<file path="src/rtl/csr_sparse_matrix_vector_mac_assert.svh">
// ----------------------------------------------------------------------------
// csr_sparse_matrix_vector_mac_assert.svh
// Assertion macros for the CSR SpMV MAC block.
// ----------------------------------------------------------------------------
`ifndef CSR_SPARSE_MATRIX_VECTOR_MAC_ASSERT_SVH
`define CSR_SPARSE_MATRIX_VECTOR_MAC_ASSERT_SVH

`ifndef NO_ASSERTIONS
// Property checked on every rising clock edge outside reset.
`define CSVM_ASSERT(lbl, clk, rst_n, prop, msg) \
  lbl: assert property (@(posedge clk) disable iff (!rst_n) (prop)) else $error(msg);
// Condition that must never hold outside reset.
`define CSVM_ASSERT_NEVER(lbl, clk, rst_n, cond, msg) \
  lbl: assert property (@(posedge clk) disable iff (!rst_n) !(cond)) else $error(msg);
`else
`define CSVM_ASSERT(lbl, clk, rst_n, prop, msg)
`define CSVM_ASSERT_NEVER(lbl, clk, rst_n, cond, msg)
`endif

`endif

</file>
<file path="src/rtl/csvm_pkg.sv">
// ----------------------------------------------------------------------------
// csvm_pkg
// Shared types for the CSR sparse matrix-vector MAC.
// ----------------------------------------------------------------------------
`timescale 1ns / 1ps

package csvm_pkg;

  typedef enum logic [1:0] {
    CMD_LOAD    = 2'd0,
    CMD_BEGIN   = 2'd1,
    CMD_NONZERO = 2'd2,
    CMD_END     = 2'd3
  } cmd_e;

  // Beat leaving the input stage toward the MAC datapath.
  typedef struct packed {
    logic               valid;
    cmd_e               cmd;
    logic signed [31:0] value;
    logic signed [31:0] xval;
  } csvm_beat_t;

endpackage

</file>
<file path="src/rtl/csvm_mac.sv">
// ----------------------------------------------------------------------------
// csvm_mac
// Multiply stage, saturating Q32.32 accumulator and result register.
// ----------------------------------------------------------------------------
`timescale 1ns / 1ps

`include "csr_sparse_matrix_vector_mac_assert.svh"

module csvm_mac
  import csvm_pkg::*;
#(
  parameter int unsigned ROW_COUNT_BITS = 16
) (
  input  logic               clk_i,
  input  logic               rst_ni,
  input  csvm_beat_t         s1_beat_i,
  output logic               s1_ready_o,
  output logic               out_valid_o,
  input  logic               out_ready_i,
  output logic [15:0]        row_number_o,
  output logic signed [63:0] row_sum_o,
  output logic               overflow_o
);

  localparam logic [63:0] SAT_MAX = {1'b0, {63{1'b1}}};
  localparam logic [63:0] SAT_MIN = {1'b1, {63{1'b0}}};

  // multiply stage
  logic               s2_valid_q;
  cmd_e               s2_cmd_q;
  logic signed [63:0] s2_term_q;
  logic signed [63:0] term_d;
  logic               s2_go;
  logic               s2_ready;
  logic               out_free;

  // accumulate stage
  logic [63:0]               acc_q, acc_d;
  logic                      sat_q, sat_d;
  logic [ROW_COUNT_BITS-1:0] row_cnt_q, row_cnt_d;
  logic [63:0]               sum;
  logic                      add_ovf;
  logic [15:0]               cnt_ext;

  // result register
  logic               out_valid_q, out_valid_d;
  logic [15:0]        out_row_q;
  logic [63:0]        out_sum_q;
  logic               out_ovf_q;

  assign out_free   = !out_valid_q || out_ready_i;
  assign s2_go      = s2_valid_q && ((s2_cmd_q != CMD_END) || out_free);
  assign s2_ready   = !s2_valid_q || s2_go;
  assign s1_ready_o = s2_ready;

  always_comb begin
    if (s1_beat_i.cmd == CMD_BEGIN) begin
      term_d = {{16{s1_beat_i.value[31]}}, s1_beat_i.value, 16'b0};
    end else begin
      term_d = s1_beat_i.value * s1_beat_i.xval;
    end
  end

  always_ff @(posedge clk_i or negedge rst_ni) begin
    if (!rst_ni) begin
      s2_valid_q <= 1'b0;
    end else if (s2_ready) begin
      s2_valid_q <= s1_beat_i.valid;
    end
  end

  always_ff @(posedge clk_i) begin
    if (s2_ready && s1_beat_i.valid) begin
      s2_cmd_q  <= s1_beat_i.cmd;
      s2_term_q <= term_d;
    end
  end

  assign sum     = acc_q + s2_term_q;
  assign add_ovf = (acc_q[63] == s2_term_q[63]) && (sum[63] != acc_q[63]);
  assign cnt_ext = 16'(row_cnt_q);

  always_comb begin
    acc_d       = acc_q;
    sat_d       = sat_q;
    row_cnt_d   = row_cnt_q;
    out_valid_d = out_valid_q && !out_ready_i;
    if (s2_go) begin
      case (s2_cmd_q)
        CMD_BEGIN: begin
          acc_d = s2_term_q;
          sat_d = 1'b0;
        end
        CMD_NONZERO: begin
          if (add_ovf) begin
            acc_d = acc_q[63] ? SAT_MIN : SAT_MAX;
            sat_d = 1'b1;
          end else begin
            acc_d = sum;
          end
        end
        CMD_END: begin
          row_cnt_d   = row_cnt_q + ROW_COUNT_BITS'(1);
          out_valid_d = 1'b1;
        end
        default: begin
        end
      endcase
    end
  end

  always_ff @(posedge clk_i or negedge rst_ni) begin
    if (!rst_ni) begin
      acc_q       <= '0;
      sat_q       <= 1'b0;
      row_cnt_q   <= '0;
      out_valid_q <= 1'b0;
    end else begin
      acc_q       <= acc_d;
      sat_q       <= sat_d;
      row_cnt_q   <= row_cnt_d;
      out_valid_q <= out_valid_d;
    end
  end

  always_ff @(posedge clk_i) begin
    if (s2_go && (s2_cmd_q == CMD_END)) begin
      out_row_q <= cnt_ext;
      out_sum_q <= acc_q;
      out_ovf_q <= sat_q;
    end
  end

  assign out_valid_o  = out_valid_q;
  assign row_number_o = out_row_q;
  assign row_sum_o    = out_sum_q;
  assign overflow_o   = out_ovf_q;

  `CSVM_ASSERT(a_end_loads_result, clk_i, rst_ni,
    (s2_go && (s2_cmd_q == CMD_END)) |=> out_valid_q, "end-row beat produced no result")
  `CSVM_ASSERT(a_row_count_step, clk_i, rst_ni,
    (s2_go && (s2_cmd_q == CMD_END)) |=> (row_cnt_q == $past(row_cnt_q) + ROW_COUNT_BITS'(1)),
    "row counter did not advance by one")
  `CSVM_ASSERT(a_begin_clears_sat, clk_i, rst_ni,
    (s2_go && (s2_cmd_q == CMD_BEGIN)) |=> !sat_q, "begin row left saturation flag set")
  `CSVM_ASSERT_NEVER(a_end_over_full, clk_i, rst_ni,
    s2_go && (s2_cmd_q == CMD_END) && out_valid_q && !out_ready_i,
    "end-row beat overwrote a pending result")

endmodule

</file>
<file path="config.mk">
export PLATFORM = sky130hd
export DESIGN_NAME = csvm_mac
export DESIGN_NICKNAME = d
export VERILOG_FILES = /design/src/rtl/csvm_pkg.sv /design/src/rtl/csvm_mac.sv
export VERILOG_INCLUDE_DIRS = /design/src /design/src/rtl
export SDC_FILE = /design/constraint.sdc
export NUM_CORES = 2
export LEC_CHECK = 0
export BUFFER_PORTS_ARGS = -buffer_cell sky130_fd_sc_hd__buf_4
export CORE_ASPECT_RATIO = 1.1
export CORE_MARGIN = 4
export CORE_UTILIZATION = 50
export CTS_CLUSTER_DIAMETER = 40
export DETAILED_ROUTE_END_ITERATION = 10
export HOLD_SLACK_MARGIN = 0.12
export PLACE_DENSITY = 0.73
export SLEW_MARGIN = 20
export SYNTH_ARGS = -nofsm -noshare
export SYNTH_HDL_FRONTEND = slang
export SYNTH_SLANG_ARGS = --single-unit
</file>
<file path="constraint.sdc">
create_clock -name clk_i -period 4 [get_ports clk_i]
set_input_delay 0.4 -clock clk_i [delete_from_list [all_inputs] [get_ports clk_i]]
set_output_delay 0.4 -clock clk_i [all_outputs]
set_load 0.005 [all_outputs]
</file>
# Word-level counts from Yosys, hierarchy flattened
# Index checks and enable logic that the tools add are counted.
# W data, S select, Z words.
[word_totals]
register_bits = 230
input_bits = 70
elab_cells = 45
[op_classes]
n_addsub = 2
multipliers = 1
eq_ne = 8
muxes = 8
reduce_logical = 15
[op_table]
columns = ["operator", "n"]
rows = [
  ["$mux W64", 3],
  ["$pmux W64 S2", 1],
  ["$add A64 B64 Y64", 1],
  ["$mul A32 B32 Y64", 1],
  ["$add A16 B1 Y16 const B", 1],
  ["$logic_and A1 B1 Y1", 5],
  ["$eq A2 B1 Y1 const B", 2],
  ["$eq A2 B2 Y1 const B", 2],
  ["$ne A2 B2 Y1 const B", 2],
  ["$reduce_and A2 Y1", 2],
  ["$logic_not A1 Y1", 3],
  ["$logic_or A1 B1 Y1", 3],
  ["$mux W1", 3],
  ["$reduce_and A3 Y1", 1],
  ["$pmux W1 S2", 1],
  ["$reduce_bool A2 Y1", 1],
  ["$eq A1 B1 Y1", 1],
  ["$ne A1 B1 Y1", 1],
]

# Longest topological paths before layout
[logic_depth]
depth_word = 6
depth_mapped = 31
ltp_nobuf = 28

# Least setup slack after synthesis
# Ideal clock, no wire load.
[synth_path]
path_kind = "input-to-reg"
start = "input s1_beat_i[63] (netlist bit)"
end = "register s2_term_q[61], data pin"
arrival_time_ns = 7.968
required_ns = 3.733
slack_ns = -4.235
cell_stages = 31
path_cell_list = "clkbuf_1 -> clkbuf_1 -> nand2_1 -> inv_1 -> fa_1 -> inv_1 -> fa_1 -> inv_1 -> fa_1 -> fa_1 -> inv_1 -> fa_1 -> inv_1 -> fa_1 -> inv_1 -> fa_1 -> inv_1 -> fa_1 -> ha_1 -> clkbuf_1 -> a21oi_1 -> inv_1 -> a21oi_1 -> o21bai_1 -> a21o_1 -> a21o_1 -> a41o_1 -> a221oi_1 -> o31ai_1 -> xnor2_1 -> o21ai_1"
[synth_via]
elab_chain_cells = 2
[synth_lines]
columns = ["element", "line_no", "source"]
rows = [
  ["start: declaration", "csvm_mac.sv:16", "input csvm_beat_t s1_beat_i,"],
  ["$mul A32 B32 Y64", "csvm_mac.sv:60", "term_d = s1_beat_i.value * s1_beat_i.xval;"],
  ["$mux W64 (*)", "csvm_mac.sv:57", "if (s1_beat_i.cmd == CMD_BEGIN) begin"],
  ["net term_d[61]", "csvm_mac.sv:32", "logic signed [63:0] term_d;"],
  ["end signal: assignment", "csvm_mac.sv:75", "s2_term_q <= term_d;"],
  ["end: declaration", "csvm_mac.sv:31", "logic signed [63:0] s2_term_q;"],
]
# The timed path passes the listed nets; every way through them passes the cells marked *.
# A chain may end at the register's enable or synchronous reset.

# Final worst setup path
[layout_path]
start = "input s1_beat_i[7] (netlist bit)"
end = "register s2_term_q[61], data pin"
[layout_via]
elab_chain_cells = 2
[layout_lines]
columns = ["element", "line_no"]
rows = [
  ["$mul A32 B32 Y64", "csvm_mac.sv:60"],
  ["$mux W64", "csvm_mac.sv:57"],
  ["net term_d[61]", "csvm_mac.sv:32"],
]
# The timed path passes the listed nets, and every way through them passes these cells.

==> metrics <==
Hold Crit Depth 4; via/cell ratio 5.50; HPWL after detailed placement 115,000 microns; total CTS buffers 36; top cells by count, synth fa_1 (1,083), inv_1 (973), nand2_1 (646); Crit. End Element flip-flop; area leader, netlist fa_1; die area 102,000 sq um; final hold violations 0; count of cell types in the netlist 77; Fillers about 7,600; reg2reg path depth 13; worst reg2reg setup slack 280 ps; Antenna Nets Post-Route 0; Root Buffer clkbuf_16; Iter 0 DRT Violations ~2,500; Fmax 139 MHz; Clock Pin Slew Worst Setup and Hold Paths approximately 60 ps; RePlAce Congestion 0.962; GRT overflow 0; largest net degree at the start of global routing between 60 and 70; core area approximately 96,000 sq um; I/O pin cnt around 150; Routed wire per std cell ~21 microns; clk_lat worst skew between 500 and 600 ps; Die X between 300 and 400 microns; top cells by area, synth fa_1 (45%), edfxtp_1 (9.1%), inv_1 (7.5%); run status finished, violations left; CP startpoint kind input pin; Yosys top cell area share 0.447; final non-filler cell total around 6,800; final number of setup-violating endpoints 57; Syn-to-layout area delta 21.0%; overall routing resource usage 0.277; Final #Nets between 6,000 and 7,000; Via Count 37,600; initial antenna violation count 1; final worst slack -3180 ps; required time worst endpoint roughly 4200 ps; Hold Worst Slack around 420 ps; H-tree lvl count 2; arrival time worst endpoint 7420 ps; Slew Limit Fails 0; Final Skew roughly 15 ps; Slew @ Worst Pin a little over 900 ps; routed wire length 142,000 microns; crit path kind input pin to flip-flop; fin crit share 1.79; max-cap violations 0; CTS Sinks between 200 and 250; count leader, synth fa_1; setup tns final -143,810 ps; Post-Place Setup Slack -3940 ps; DRC viols 0; CP max FO 6; Cell Area, Synth 48,500 sq um; worst slew margin relative to its limit 0.377; async set-or-reset flop fraction in the synthesized netlist 0.361; Initial Util 0.505; Top FF cell, synth edfxtp_1; drt first pass iters 6; syn_nets approximately 6,500; Die Height 335 microns; fin crit period just over 7000 ps; ANT cells 0; unrepaired setup endpoints after global routing yes; FF+latch count, synth 230; Syn Area/Cell roughly 9.6 sq um; layout cells sized above 1 0.199; CTS tree built; row count ~120; warning count from the yosys run 0; first-pass GRT wire length about 220,000 microns; cells after synthesis 5,068; HP Class input pin to flip-flop; sequential area share after synthesis 0.134; Port Buffers approximately 150; vias in the first global route between 40,000 and 50,000; Post-synth EDFFs roughly 150; violated checks negative setup slack; Cells after DPL 6,702; Max clock buf depth 3
[worst max-delay path: stages]
cell and delay, ps:
buf_16 120, and2_4 160, fa_1 570, fa_1 450, fa_1 520, inv_2 40, fa_1 540, inv_2 40
fa_1 470, inv_1 50, fa_1 500, inv_2 50, fa_2 560, fa_2 460, ha_4 310, nand3_4 70
or3_4 410, o31ai_4 380, o31a_1 280, a221oi_4 110, o21ai_2 180, a211oi_2 90, buf_4 170, o31ai_2 260
xnor2_1 140, o21ai_1 80
[timing repair]
| action | 4_1_cts | 5_1_grt |
|---|---|---|
| setup endpoints to repair | 57 | 57 |
| resized for setup | 322 | 155 |
| pin swaps | 175 | 136 |
| buffers inserted | 48 | 31 |
| cloned | 4 | 5 |
| hold buffers | 5 | 0 |
| hold endpoints to repair | 66 | 0 |
[final timing paths]
path	start	end
hold reg to reg	cnt_ext[15]$_DFFE_PN0P_	cnt_ext[15]$_DFFE_PN0P_
max in group asynchronous	rst_ni	acc_q[16]$_DFFE_PN0P_
min in group asynchronous	rst_ni	cnt_ext[2]$_DFFE_PN0P_
setup reg to reg	acc_q[24]$_DFFE_PN0P_	acc_q[40]$_DFFE_PN0P_
hold / removal	s1_beat_i[43]	s2_term_q[27]$_DFFE_PP_
setup / recovery	s1_beat_i[7]	s2_term_q[61]$_DFFE_PP_
[cells by family (layout without fill, tap and decap cells)]
logic type	count (synthesis)	count (layout)	synth area share
AND/OR/NAND/NOR	1487	1487	0.152
adder cells (fa/ha/maj)	1334	1334	0.512
buffers and inverters	1247	1756	0.0975
AO/OA/AOI/OAI	626	626	0.0789
flip-flops	230	230	0.134
XOR/XNOR	143	143	0.0258
multiplexers	1	1	0.000206
[sequential cells by signal, indices dropped and copies added (netlist names)]
signal,flops
overflow_o,1
out_valid_o,1
cnt_ext,16
s2_term_q,64
sat_q,1
s2_valid_q,1
row_number_o,16
row_sum_o,64
s2_cmd_q,2
acc_q,64
[area by class of cell]
cell class / instances / area [sq um] / share of cell area
timing repair buffer: 717 / 6730 / 0.115
sequential: 230 / 6490 / 0.111
inverter: 973 / 3660 / 0.0623
multi-input combinational: 3591 / 39100 / 0.665
clock buffer: 45 / 935 / 0.0159
tap: 1270 / 1590 / 0.0271
clock inverter: 21 / 256 / 0.00437
[stage by stage]
stage               cell area (sq um)  utilization
floorplan                       49400            -
global placement                54700        0.570
detailed placement              54700        0.570
CTS                             57800        0.602
global route                    58700        0.611
finish                          58700        0.611
[layer usage]
| layer | up-vias | global-route usage | part of all wire |
|---|---|---|---|
| met5 | - | 0 | 0 |
| met4 | 0 | 0.146 | 0.067 |
| met3 | 490 | 0.0329 | 0.066 |
| met2 | 1603 | 0.490 | 0.50 |
| met1 | 19200 | 0.334 | 0.37 |
| li1 | 16400 | - | - |
[cell usage in the layout, fill, tap and decap left out, drive strengths merged, types with 7 or more instances in the layout]
cell type  instances
fa              1083
inv              978
buf              706
nand2            647
and2             531
ha               251
a21oi            210
o21ai            192
edfxtp           147
nor2             121
xnor2             89
dfrtp             83
a21o              62
xor2              54
clkbuf            49
nand4             40
o21bai            32
nand3             29
nand2b            22
or3               22
nor3              20
and3              17
o21a              16
a31oi             15
o31ai             14
nor2b             13
a211oi            12
clkinv            11
o211ai            10
a21boi            10
a211o              7
o22ai              7
or2                7
Power is left out: the tool's default activity adds up to more than one toggle a clock period on the data nets, which glitch-free logic cannot reach.
